### config.mk
export PLATFORM = sky130hd
export DESIGN_NAME = simon_ctrl
export DESIGN_NICKNAME = d
export VERILOG_FILES = /design/src/design/simon_pkg.sv /design/src/design/simon_ctrl.sv
export SDC_FILE = /design/constraint.sdc
export NUM_CORES = 1
export LEC_CHECK = 0
export CELL_PAD_IN_SITES_DETAIL_PLACEMENT = 0
export CELL_PAD_IN_SITES_GLOBAL_PLACEMENT = 2
export CORE_UTILIZATION = 25
export DETAILED_ROUTE_END_ITERATION = 7
export DONT_BUFFER_PORTS = 1
export PLACE_DENSITY = 0.76
export RECOVER_POWER = 25
export SLEW_MARGIN = 40
export SYNTH_ARGS = -nofsm -noshare
export SYNTH_HDL_FRONTEND = slang
export SYNTH_SLANG_ARGS = --single-unit
### constraint.sdc
create_clock -name aclk -period 1.5 [get_ports aclk]
set_clock_uncertainty 0.2 [all_clocks]
set_input_delay 0.375 -clock aclk [delete_from_list [all_inputs] [get_ports aclk]]
set_output_delay 0.375 -clock aclk [all_outputs]
set_load 0.005 [all_outputs]
### src/design/simon_pkg.sv
// ----------------------------------------------------------------------------
// simon_pkg
// Types, constants and round functions shared by the Simon 128/128 modules.
// ----------------------------------------------------------------------------
package simon_pkg;

    localparam int WORD_W    = 64;
    localparam int CFG_IDX_W = 8;
    localparam int Z2_LEN    = 62;
    localparam int Z2_IDX_W  = 6;

    // configuration register indexes
    localparam logic [CFG_IDX_W-1:0] REG_KEY_HI = 8'd0;
    localparam logic [CFG_IDX_W-1:0] REG_KEY_LO = 8'd1;

    // operation codes carried in tuser
    localparam logic OP_ENCRYPT = 1'b0;
    localparam logic OP_DECRYPT = 1'b1;

    // round constant c = 2^64 - 4
    localparam logic [WORD_W-1:0] KEY_CONST = 64'hFFFF_FFFF_FFFF_FFFC;

    // z2 sequence, element 0 in bit 0 of the ascending range
    localparam logic [0:Z2_LEN-1] Z2_SEQ =
        62'b10101111011100000011010010011000101000010001111110010110110011;

    typedef enum logic [1:0] {
        ST_EXPAND,
        ST_IDLE,
        ST_ROUND,
        ST_DONE
    } state_t;

    typedef struct packed {
        logic expand_start;
        logic expand_step;
        logic key_wr_hi;
        logic key_wr_lo;
        logic load;
        logic round_step;
        logic out_load;
    } dp_cmd_t;

    typedef struct packed {
        logic cnt_last;
    } dp_status_t;

    // f(x) = (x<<<1 & x<<<8) ^ x<<<2
    function automatic logic [WORD_W-1:0] round_f(input logic [WORD_W-1:0] x);
        round_f = ({x[62:0], x[63]} & {x[55:0], x[63:56]}) ^ {x[61:0], x[63:62]};
    endfunction

    // key schedule mix: t = x>>>3; t ^= t>>>1
    function automatic logic [WORD_W-1:0] key_mix(input logic [WORD_W-1:0] x);
        logic [WORD_W-1:0] t;
        t = {x[2:0], x[63:3]};
        key_mix = t ^ {t[0], t[63:1]};
    endfunction

endpackage

### src/design/simon_ctrl.sv
// ----------------------------------------------------------------------------
// simon_ctrl
// Controller: sequences key expansion, the round loop and the output handoff.
// ----------------------------------------------------------------------------
module simon_ctrl (
    input  logic                              aclk,
    input  logic                              aresetn,
    input  logic                              s_tvalid,
    output logic                              s_tready,
    output logic                              m_tvalid,
    input  logic                              m_tready,
    input  logic                              cfg_valid,
    output logic                              cfg_ready,
    input  logic [simon_pkg::CFG_IDX_W-1:0]   cfg_index,
    input  simon_pkg::dp_status_t             status,
    output simon_pkg::dp_cmd_t                cmd
);

    simon_pkg::state_t state_reg, state_next;
    logic              out_valid_reg, out_valid_next;
    logic              wr_hi, wr_lo, key_wr, out_free;

    // key writes only while no block is in the round loop
    assign cfg_ready = (state_reg == simon_pkg::ST_IDLE) || (state_reg == simon_pkg::ST_EXPAND);
    assign wr_hi     = cfg_valid && cfg_ready && (cfg_index == simon_pkg::REG_KEY_HI);
    assign wr_lo     = cfg_valid && cfg_ready && (cfg_index == simon_pkg::REG_KEY_LO);
    assign key_wr    = wr_hi || wr_lo;
    assign out_free  = !out_valid_reg || m_tready;
    assign m_tvalid  = out_valid_reg;
    assign s_tready  = (state_reg == simon_pkg::ST_IDLE) && !key_wr;

    // next state
    always_comb begin
        state_next = state_reg;
        unique case (state_reg)
            simon_pkg::ST_EXPAND: begin
                if (!key_wr && status.cnt_last) begin
                    state_next = simon_pkg::ST_IDLE;
                end
            end
            simon_pkg::ST_IDLE: begin
                if (key_wr) begin
                    state_next = simon_pkg::ST_EXPAND;
                end else if (s_tvalid) begin
                    state_next = simon_pkg::ST_ROUND;
                end
            end
            simon_pkg::ST_ROUND: begin
                if (status.cnt_last) begin
                    state_next = simon_pkg::ST_DONE;
                end
            end
            simon_pkg::ST_DONE: begin
                if (out_free) begin
                    state_next = simon_pkg::ST_IDLE;
                end
            end
            default: state_next = simon_pkg::ST_IDLE;
        endcase
    end

    // datapath commands
    always_comb begin
        cmd           = '0;
        cmd.key_wr_hi = wr_hi;
        cmd.key_wr_lo = wr_lo;
        unique case (state_reg)
            simon_pkg::ST_EXPAND: begin
                cmd.expand_start = key_wr;
                cmd.expand_step  = !key_wr;
            end
            simon_pkg::ST_IDLE: begin
                cmd.expand_start = key_wr;
                cmd.load         = !key_wr && s_tvalid;
            end
            simon_pkg::ST_ROUND: begin
                cmd.round_step = 1'b1;
            end
            simon_pkg::ST_DONE: begin
                cmd.out_load = out_free;
            end
            default: cmd = '0;
        endcase
    end

    always_comb begin
        out_valid_next = out_valid_reg;
        if (cmd.out_load) begin
            out_valid_next = 1'b1;
        end else if (m_tready) begin
            out_valid_next = 1'b0;
        end
    end

    always_ff @(posedge aclk) begin
        if (!aresetn) begin
            state_reg     <= simon_pkg::ST_EXPAND;
            out_valid_reg <= 1'b0;
        end else begin
            state_reg     <= state_next;
            out_valid_reg <= out_valid_next;
        end
    end

endmodule

==> flow_summary.toml, run 1 <==
[critical_path]
critPathMaxStageDelay_ns = 0.38
crit_chain = "inv_4, ha_4, nor2_4, nor2_4, and2_4"
cp_slowest_cell = "sky130_fd_sc_hd__dfxtp_4"
timing.critical_path.max_delay_family = "flip-flops"
worstSetupStartpointType = "register"
worstSetupPathType = "register to primary output"
cp_max_fo = 4
worstPathRequired_ns = 0.92
cpMostUsedCell = "sky130_fd_sc_hd__nor2_4"
worst_setup_ep_type = "primary output"
crit_arrival_ns = 1.14
timing.critical_path.buf_inv = 1

[detailed_routing]
routed_wire_length_per_instance_um = 13.0
vias = 306
viasPerCell = 4.78
postRouteWirelength_um = 834
drc_markers = 0
dr.first_iter.drc_count = 2
antenna_violating_nets_post_route = 0
detail_route.first_pass.iterations = 2

[power_and_ir_drop]
leakagePower_nw = 0.218
worst_ir_drop_vdd_v = 0.000295
post-layout-total-power_uw = 538
p_per_area_nw_per_um2 = 981

[cts]
tritoncts = "done"
hold_buffers = 0
tritoncts.num_buffers = 3
ctsLongestPathBuffers = 2
worstSkewPairLatency_ns = 0.24
cts_num_sinks = 3
cell_chosen_for_the_clock_root = "sky130_fd_sc_hd__clkbuf_4"
clk_pin_slew_worst_paths_ns = 0.04
clock_tree.htree_level_count = 1

[placed_design]
io_buffers = 0
gp_congestion = 0.702
place_hpwl_um = 620
dpl_cell_area_sq_um = 397

[logic_synthesis]
syn_area_sq_um = 334
ys_top_cells_by_area = "sky130_fd_sc_hd__dfxtp_1 (18%), sky130_fd_sc_hd__ha_1 (15%), sky130_fd_sc_hd__nor4b_4 (7.1%), sky130_fd_sc_hd__buf_4 (6.7%), sky130_fd_sc_hd__nor4_4 (6.4%)"
synth_top_family_by_area = "simple AND/OR/NAND/NOR gates"
synthesis.instances = 37
synth_top_cell_by_area = "sky130_fd_sc_hd__dfxtp_1"
yosys-mux-area-fraction_pct = 3.00
avg_synthesized_cell_area_sq_um = 9.03
synth-seq-area-share_pct = 18.0
synthXorXnorAreaFrac_pct = 0
synth.yosys.warnings = 0
synth_compound_area_share_pct = 15.4
yosys.cell_types.count = 22
synth_adder_area_share_pct = 15.0
synthesized_nets = 55
synth_simple_gate_area_share_pct = 38.6
post-synth-top-area-fraction_pct = 18.0
synth-seq-cells = 3

[global_route]
globalRouteTotalUtil_pct = 11.5
initial_antenna_violation_count = 0
maximum_number_of_pins_on_one_net_before_global_route_repair = 6
grt_overflow_total = 0
vias_in_the_first_global_route = 291
grt_first_pass_wirelength_um = 1200

[floorplanning]
initial_core_util_pct = 28.5
chipHeight_um = 38.6
die_x_um = 38.6
rows = 12
ioPinCount = 24
design.core.area_sq_um = 1170
overall_die_area_sq_um = 1490

[timing]
setup_repair_after_global_routing_missed_its_margin = "yes"
period_minus_slack_ns = 1.72
report.final.setup_viol = 11
setup_ws_ns = -0.220
timing.final.crit_share_pct = 115
finalSetupTns_ns = -1.67
finalMaxSlewViolations = 0
max_slew.worst_pin.slew_ns = 0.361
upper_clock_frequency_limit_ghz = 0.581
finalHoldViolations = 0
whs_ns = 0.0738
max_slew_margin_pct = 75.9

[finish]
area_growth_pct = 64.0
insertedDiodeCount = 0
final_common_cell = "sky130_fd_sc_hd__buf_4"
layout_common_cells = "sky130_fd_sc_hd__buf_4 (9), sky130_fd_sc_hd__and2_4 (3), sky130_fd_sc_hd__clkbuf_4 (3), sky130_fd_sc_hd__buf_6 (3)"
post_route_cells_drive_above_1_share_pct = 74.0
final_design_area_no_fill_sq_um = 548
largest_register_ff_count = 2
nFillCells = 120
finish.net_count = 69

[hold_path]
holdCritPathClass = "primary input to register"

[run]
max-cap-violations = 0

[outcome]
outcome = "complete, but fails checks"
failed_checks = "setup timing"
==> worst register-to-register path: cells and delay by family (launching register included) <==
kind | cells | cell delay [ns]
AOI/OAI and AO/OA | 1 | 0.16
and+or+nand+nor | 2 | 0.21
buffers and inverters | 2 | 0.29
adders and majority gates | 1 | 0.17
muxes | 1 | 0.10
DFF | 1 | 0.32
==> final timing paths <==
path / slack (ns) / end / cells past startpoint / start
setup / recovery: -0.22 / cmd[3] / 5 / state_reg[0]
hold reg to reg: 0.36 / state_reg[0] / 1 / state_reg[0]
hold / removal: 0.07 / m_tvalid / 1 / aresetn
setup reg to reg: -0.06 / state_reg[1] / 7 / state_reg[1]
==> metal layers <==
| metal | wire length [um] | part of all wire (%) | up-vias | track usage, % |
|---|---|---|---|---|
| li1 | - | - | 153 | - |
| met5 | 0 | 0 | - | 0 |
| met4 | 0 | 0 | 0 | 5.17 |
| met3 | 72 | 8.6 | 0 | 2.91 |
| met1 | 317 | 38 | 138 | 11.8 |
| met2 | 443 | 53 | 15 | 21.3 |
==> final cells by class <==
class,count,area [sq um],share of cell area [%]
flip-flops and latches,3,65.1,11.9
repair buffers,12,101,18.5
inverters,3,16.3,2.97
well taps,14,17.5,3.20
clock buffers,4,26.3,4.79
multi-input cells,28,322,58.7
==> cell usage after synthesis, drive strengths merged <==
cell     n
a2bb2oi  1
ha       4
nand3    1
nand2    2
nand2b   1
nor4     1
mux2i    1
o21a     1
and4b    1
nor3     1
a21oi    1
a31o     1
buf      3
nor4b    1
a21boi   1
nor2     3
and2     3
nor2b    2
o211ai   1
dfxtp    3
nand3b   1
inv      3
==> stage by stage <==
| step | std cells | setup slack [ns] | utilization (%) |
|---|---|---|---|
| after CTS | 60 | -0.214 | 40.8 |
| after global placement | 56 | -0.136 | 33.9 |
| after floorplan | 37 | -0.221 | - |
| after detailed placement | 56 | -0.151 | 33.9 |
| final | 64 | -0.220 | 46.8 |
| after global routing | 64 | -0.278 | 46.8 |
==> report_power, final <==
part | internal [mW] | switching, mW
Combinational | 0.174 | 0.108
Clock | 0.100 | 0.0454
Sequential | 0.0934 | 0.0169
==> logic make-up (layout without fill, tap and decap cells) <==
| family | count (synthesis) | count (layout) |
|---|---|---|
| AO/OA/AOI/OAI | 6 | 6 |
| adder cells (fa/ha/maj) | 4 | 4 |
| buffers and inverters | 6 | 19 |
| flip-flops | 3 | 3 |
| multiplexers | 1 | 1 |
| AND/OR/NAND/NOR | 17 | 17 |
==> timing repair <==
item                       CTS  global route
gates cloned                 0             0
setup endpoints to repair   11            11
resized for setup           16            11
setup buffers                0             4
pin swaps                   10             9
(Power assumes the default switching activity.)
==> run 2: changes to the inputs <==
--- a/config.mk
+++ b/config.mk
@@ -5,12 +5,12 @@
 export SDC_FILE = /design/constraint.sdc
 export NUM_CORES = 1
 export LEC_CHECK = 0
+export BUFFER_PORTS_ARGS = -buffer_cell sky130_fd_sc_hd__buf_2
 export CELL_PAD_IN_SITES_DETAIL_PLACEMENT = 0
 export CELL_PAD_IN_SITES_GLOBAL_PLACEMENT = 2
-export CORE_UTILIZATION = 25
+export CORE_UTILIZATION = 17
 export DETAILED_ROUTE_END_ITERATION = 7
-export DONT_BUFFER_PORTS = 1
-export PLACE_DENSITY = 0.76
+export PLACE_DENSITY = 0.8
 export RECOVER_POWER = 25
 export SLEW_MARGIN = 40
 export SYNTH_ARGS = -nofsm -noshare
==> run 2 against run 1 <==
  * Die area rose by 44%
  * Design area grew 37%
  * Highest routed layer unchanged
  * Maximum frequency fell by 6.4%
  * The flow still finishes with violations (setup timing)
  * Clock power is 6% lower
  * Critical endpoint is now cmd[4]
  * First-iteration DRC count is 50% higher
==> flow_summary.toml, run 2 (synthesis results as in run 1) <==
[power_and_ir_drop]
p_clk_share_pct = 22.1
power.internal_uw = 425
pwr-share-seq_pct = 17.8
swShare_pct = 31.0
leakagePower_nw = 0.338
share_comb_of_total_power_pct = 60.1
power.switching_uw = 191
p_per_area_nw_per_um2 = 824
worst_ir_drop_vdd_v = 0.000246

[cts]
ctsLongestPathBuffers = 2
clk_pin_slew_worst_paths_ns = 0.03
clock_tree.htree_level_count = 1
cts_num_sinks = 3
tritoncts = "done"
hold_buffers = 0
worstSkewPairLatency_ns = 0.23
cell_chosen_for_the_clock_root = "sky130_fd_sc_hd__clkbuf_4"
tritoncts.num_buffers = 3

[placed_design]
io_buffers = 23
gp_congestion = 0.639
place_hpwl_um = 666

[finish]
layout.core_utilization_pct = 42.0
multi_input_area_sq_um = 323
layout_common_cells = "sky130_fd_sc_hd__buf_2 (16), sky130_fd_sc_hd__buf_6 (12), sky130_fd_sc_hd__buf_4 (9)"
post_route_cells_drive_above_1_share_pct = 76.3
final_common_cell = "sky130_fd_sc_hd__buf_2"
largest_register_ff_count = 2
finish.net_count = 95
area_growth_pct = 124
register_area_sq_um = 65.1
insertedDiodeCount = 0
nFillCells = 169

[detailed_routing]
vias = 386
dr.first_iter.drc_count = 3
postRouteWirelength_um = 958
viasPerCell = 3.82
antenna_violating_nets_post_route = 0
drc_markers = 0
routed_wire_length_per_instance_um = 9.49
detail_route.first_pass.iterations = 2

[global_route]
initial_antenna_violation_count = 0
grt_first_pass_wirelength_um = 1410
vias_in_the_first_global_route = 360
grt_overflow_total = 0
globalRouteTotalUtil_pct = 9.28
maximum_number_of_pins_on_one_net_before_global_route_repair = 6

[outcome]
outcome = "complete, but fails checks"
failed_checks = "setup timing"

[floorplanning]
ioPinCount = 24
chipHeight_um = 46.3
overall_die_area_sq_um = 2150
die_x_um = 46.3
rows = 15
design.core.area_sq_um = 1780
initial_core_util_pct = 18.7

[critical_path]
crit_arrival_ns = 1.26
worstSetupStartpointType = "register"
worstSetupPathType = "register to primary output"
cp_max_fo = 3
worst_setup_ep_type = "primary output"
worstPathRequired_ns = 0.92

[timing]
setup_repair_after_global_routing_missed_its_margin = "yes"
upper_clock_frequency_limit_ghz = 0.544
report.final.setup_viol = 11
finalMaxSlewViolations = 0
setup_ws_ns = -0.338
finalSetupTns_ns = -2.47
finalHoldViolations = 0
max_slew.worst_pin.slew_ns = 0.416
whs_ns = 0.235
max_slew_margin_pct = 72.2
period_minus_slack_ns = 1.84
timing.final.crit_share_pct = 123

[run]
max-cap-violations = 0

[hold_path]
holdCritPathClass = "primary input to register"
## run 2: final timing paths
check | slack (ns) | startpoint | endpoint | cells past startpoint
setup reg to reg | -0.11 | state_reg[0] | state_reg[0] | 7
hold / removal | 0.23 | aresetn | state_reg[1] | 3
hold reg to reg | 0.40 | state_reg[1] | state_reg[1] | 3
setup / recovery | -0.34 | state_reg[0] | cmd[4] | 6
## run 2: power groups by stage
stage / Sequential [mW] / Clock [mW] / Combinational [mW]
after floorplan: 0.100 / 0 / 0.105
after global placement: 0.101 / 0 / 0.228
after detailed placement: 0.101 / 0 / 0.226
after CTS: 0.108 / 0.143 / 0.340
after global routing: 0.111 / 0.153 / 0.402
final: 0.110 / 0.136 / 0.371
## run 2: through the flow
stage	area [sq um]	worst slack, ns	std cells	power [mW]
after CTS	716	-0.335	100	0.591
final	748	-0.338	101	0.617
after global placement	533	-0.338	91	0.329
after detailed placement	533	-0.358	91	0.327
after global routing	748	-0.400	101	0.666
after floorplan	342	-0.221	37	0.206
## run 2: area by class of cell
| type | instances | area share (%) |
|---|---|---|
| Timing Repair Buffer | 38 | 38.3 |
| Sequential cell | 3 | 8.70 |
| Tap cell | 25 | 4.18 |
| Inverter | 3 | 2.17 |
| Clock buffer | 4 | 3.51 |
| Multi-Input combinational cell | 28 | 43.1 |
## run 2: timing repair
item	4_1_cts	5_1_grt
setup buffers	5	2
endpoints found under the setup margin	11	11
pin swaps	11	3
cloned	0	0
resized for setup	27	6
## run 2: metal layers
metal / up-vias / routed length, um / share of wire [%] / track usage, %
li1: 204 / - / - / -
met1: 170 / 349 / 36 / 8.14
met2: 12 / 554 / 58 / 19.4
met3: 0 / 54 / 5.6 / 3.14
met4: 0 / 0 / 0 / 1.76
met5: - / 0 / 0 / 0
## run 2: critical path, stage by stage (launching register included)
cell and delay, ns:
sky130_fd_sc_hd__dfxtp_4 0.36, sky130_fd_sc_hd__inv_4 0.07, sky130_fd_sc_hd__ha_4 0.15, sky130_fd_sc_hd__nor2_4 0.04, sky130_fd_sc_hd__buf_6 0.11, sky130_fd_sc_hd__nor3_1 0.17, sky130_fd_sc_hd__buf_2 0.14
==> run 3: changes to the inputs <==
--- a/config.mk
+++ b/config.mk
@@ -12,6 +12,7 @@
 export DETAILED_ROUTE_END_ITERATION = 7
 export PLACE_DENSITY = 0.8
 export RECOVER_POWER = 25
+export SKIP_CTS_REPAIR_TIMING = 1
 export SLEW_MARGIN = 40
 export SYNTH_ARGS = -nofsm -noshare
 export SYNTH_HDL_FRONTEND = slang
==> run 3 against run 2 <==
  * The run still ends with setup timing left
  * Critical path depth is the same
  * Flip-flop and latch count unchanged
  * Power decreased by 0.26%
  * Non-clock buffer count is 2 lower
  * Maximum frequency decreased by 0.31%
  * Design area shrank 1.5%
  * Largest cell class unchanged
  * Largest power group unchanged
  * Core utilization shrank 0.63 points
  * Clock power about the same
  * Via count decreased by 2.8%
  * Critical endpoint is now cmd[3]
  * First-iteration DRC count down 67%
  * Global-route usage fell by 2.6 points
==> flow_summary.toml, run 3 (synthesis results as in run 1) <==
[critical_path]
crit_chain = "buf_6, nor4b_4, nand2_2, nor2_2, and2_1, buf_2"
timing.critical_path.max_delay_family = "simple AND/OR/NAND/NOR gates"
cp_max_fo = 3
cp_slowest_cell = "sky130_fd_sc_hd__nor4b_4"
worstSetupPathType = "primary input to primary output"
critPathMaxStageDelay_ns = 0.35
r2r_setup_slack_ns = -0.04
critical_path_cell_count = 6
worst_setup_ep_type = "primary output"
timing.critical_path.buf_inv = 2
worstSetupStartpointType = "primary input"
worstPathRequired_ns = 0.92
timing.reg2reg.worst_path_depth = 7
rr_endpoint = "state_reg[0]"
crit-reg2reg-launch = "state_reg[0]"
crit_arrival_ns = 1.27

[cts]
ctsLongestPathBuffers = 2
tritoncts = "done"
cell_chosen_for_the_clock_root = "sky130_fd_sc_hd__clkbuf_4"
cts_num_sinks = 3
clock_tree.htree_level_count = 1
tritoncts.num_buffers = 3
clk_pin_slew_worst_paths_ns = 0.03
worstSkewPairLatency_ns = 0.23

[timing]
setup_ws_ns = -0.344
finalSetupTns_ns = -2.67
report.final.setup_viol = 11
timing.final.crit_share_pct = 123
max_slew.worst_pin.slew_ns = 0.358
finalHoldViolations = 0
setup_repair_after_global_routing_missed_its_margin = "yes"
upper_clock_frequency_limit_ghz = 0.542
period_minus_slack_ns = 1.84
max_slew_margin_pct = 76.1
finalMaxSlewViolations = 0

[outcome]
outcome = "complete, but fails checks"
failed_checks = "setup timing"

[finish]
layout_common_cells = "sky130_fd_sc_hd__buf_2 (16), sky130_fd_sc_hd__buf_6 (13), sky130_fd_sc_hd__buf_4 (7)"
finish.net_count = 93
final_common_cell = "sky130_fd_sc_hd__buf_2"
largest_register_ff_count = 2
area_growth_pct = 121
insertedDiodeCount = 0
post_route_cells_drive_above_1_share_pct = 77.0

[detailed_routing]
vias = 375
antenna_violating_nets_post_route = 0
highest-signal-layer = "met3"
viasPerCell = 3.79
wl_met3_um = 54
postRouteWirelength_um = 825
drc_markers = 0
detail_route.first_pass.iterations = 2
met2_wirelength_from_detailed_routing_um = 423
met1_layer_wirelength_in_the_final_routing_um = 348
dr.first_iter.drc_count = 1
routed_wire_length_per_instance_um = 8.33

[power_and_ir_drop]
leakagePower_nw = 0.332
p_clk_share_pct = 22.2
worst_ir_drop_vdd_v = 0.000235
power.internal_uw = 429
power.switching_uw = 186
swShare_pct = 30.2
p_per_area_nw_per_um2 = 835
share_comb_of_total_power_pct = 60.2
pwr-share-seq_pct = 17.6

[global_route]
grt_first_pass_wirelength_um = 1040
vias_in_the_first_global_route = 282
maximum_number_of_pins_on_one_net_before_global_route_repair = 6
globalRouteTotalUtil_pct = 6.64
initial_antenna_violation_count = 0
grt_overflow_total = 0

[hold_path]
holdCritPathClass = "primary input to register"
min_delay_path_depth = 2
min_delay_worst_endpoint = "m_tvalid"
min_from = "aresetn"

[floorplanning]
overall_die_area_sq_um = 2150
design.core.area_sq_um = 1780
initial_core_util_pct = 18.7
die_x_um = 46.3
rows = 15
ioPinCount = 24
chipHeight_um = 46.3

[placed_design]
gp_congestion = 0.639
detailedPlace.worstSlack_ns = -0.358
io_buffers = 23
place_hpwl_um = 666

[run]
max-cap-violations = 0
run 3: changes by cell type in the layout (fill, tap and decap cells not counted), sizes merged:
| cell | previous run | this run |
|---|---|---|
| clkbuf | 5 | 4 |
| buf | 37 | 36 |
run 3: worst reg2reg max path: stages, from the launching register on:
cell and delay, ns:
sky130_fd_sc_hd__dfxtp_4 0.38, sky130_fd_sc_hd__inv_4 0.05, sky130_fd_sc_hd__buf_6 0.11, sky130_fd_sc_hd__ha_4 0.16, sky130_fd_sc_hd__nor2_4 0.07, sky130_fd_sc_hd__a2bb2oi_2 0.15
sky130_fd_sc_hd__nand3b_1 0.12, sky130_fd_sc_hd__a31o_1 0.19
run 3: area by class of cell:
cell class              instances  area (sq um)
clock buffers                   4          26.3
well taps                      25          31.3
flip-flops and latches          3          65.1
fillers                       175          1050
repair buffers                 36           279
multi-input cells              28           322
inverters                       3          13.8
run 3: per-stage QoR:
step	area, sq um	util, %	cells	total power [mW]	hold WS (ns)
floorplan	342	-	37	0.206	0.258
CTS	559	31.4	95	0.469	0.212
detailed placement	533	29.9	91	0.327	0.307
global route	737	41.3	99	0.665	0.223
finish	737	41.3	99	0.615	0.217
global placement	533	29.9	91	0.329	0.304
run 3: metal layers:
metal,up-vias,GRT usage (%)
li1,203,-
met1,160,7.21
met2,12,11.4
met3,0,3.14
met4,0,1.76
met5,-,0
run 3: worst max-delay path by stage:
| stage | start | to | slack [ns] |
|---|---|---|---|
| global route | state_reg[0] | cmd[4] | -0.44 |
| finish | cfg_index[2] | cmd[3] | -0.34 |
| global placement | cfg_index[5] | cmd[3] | -0.34 |
| floorplan | cfg_index[1] | cmd[3] | -0.22 |
| detailed placement | cfg_index[5] | cmd[3] | -0.36 |
| CTS | state_reg[0] | cmd[3] | -0.41 |
run 3: power by group through the flow:
| stage | clock network (mW) | logic [mW] | registers (mW) |
|---|---|---|---|
| 6_report | 0.136 | 0.370 | 0.109 |
| 5_1_grt | 0.153 | 0.401 | 0.110 |
| 4_1_cts | 0.143 | 0.227 | 0.0995 |
| 3_5_place_dp | 0 | 0.226 | 0.101 |
| 3_3_place_gp | 0 | 0.228 | 0.101 |
| 2_1_floorplan | 0 | 0.105 | 0.100 |
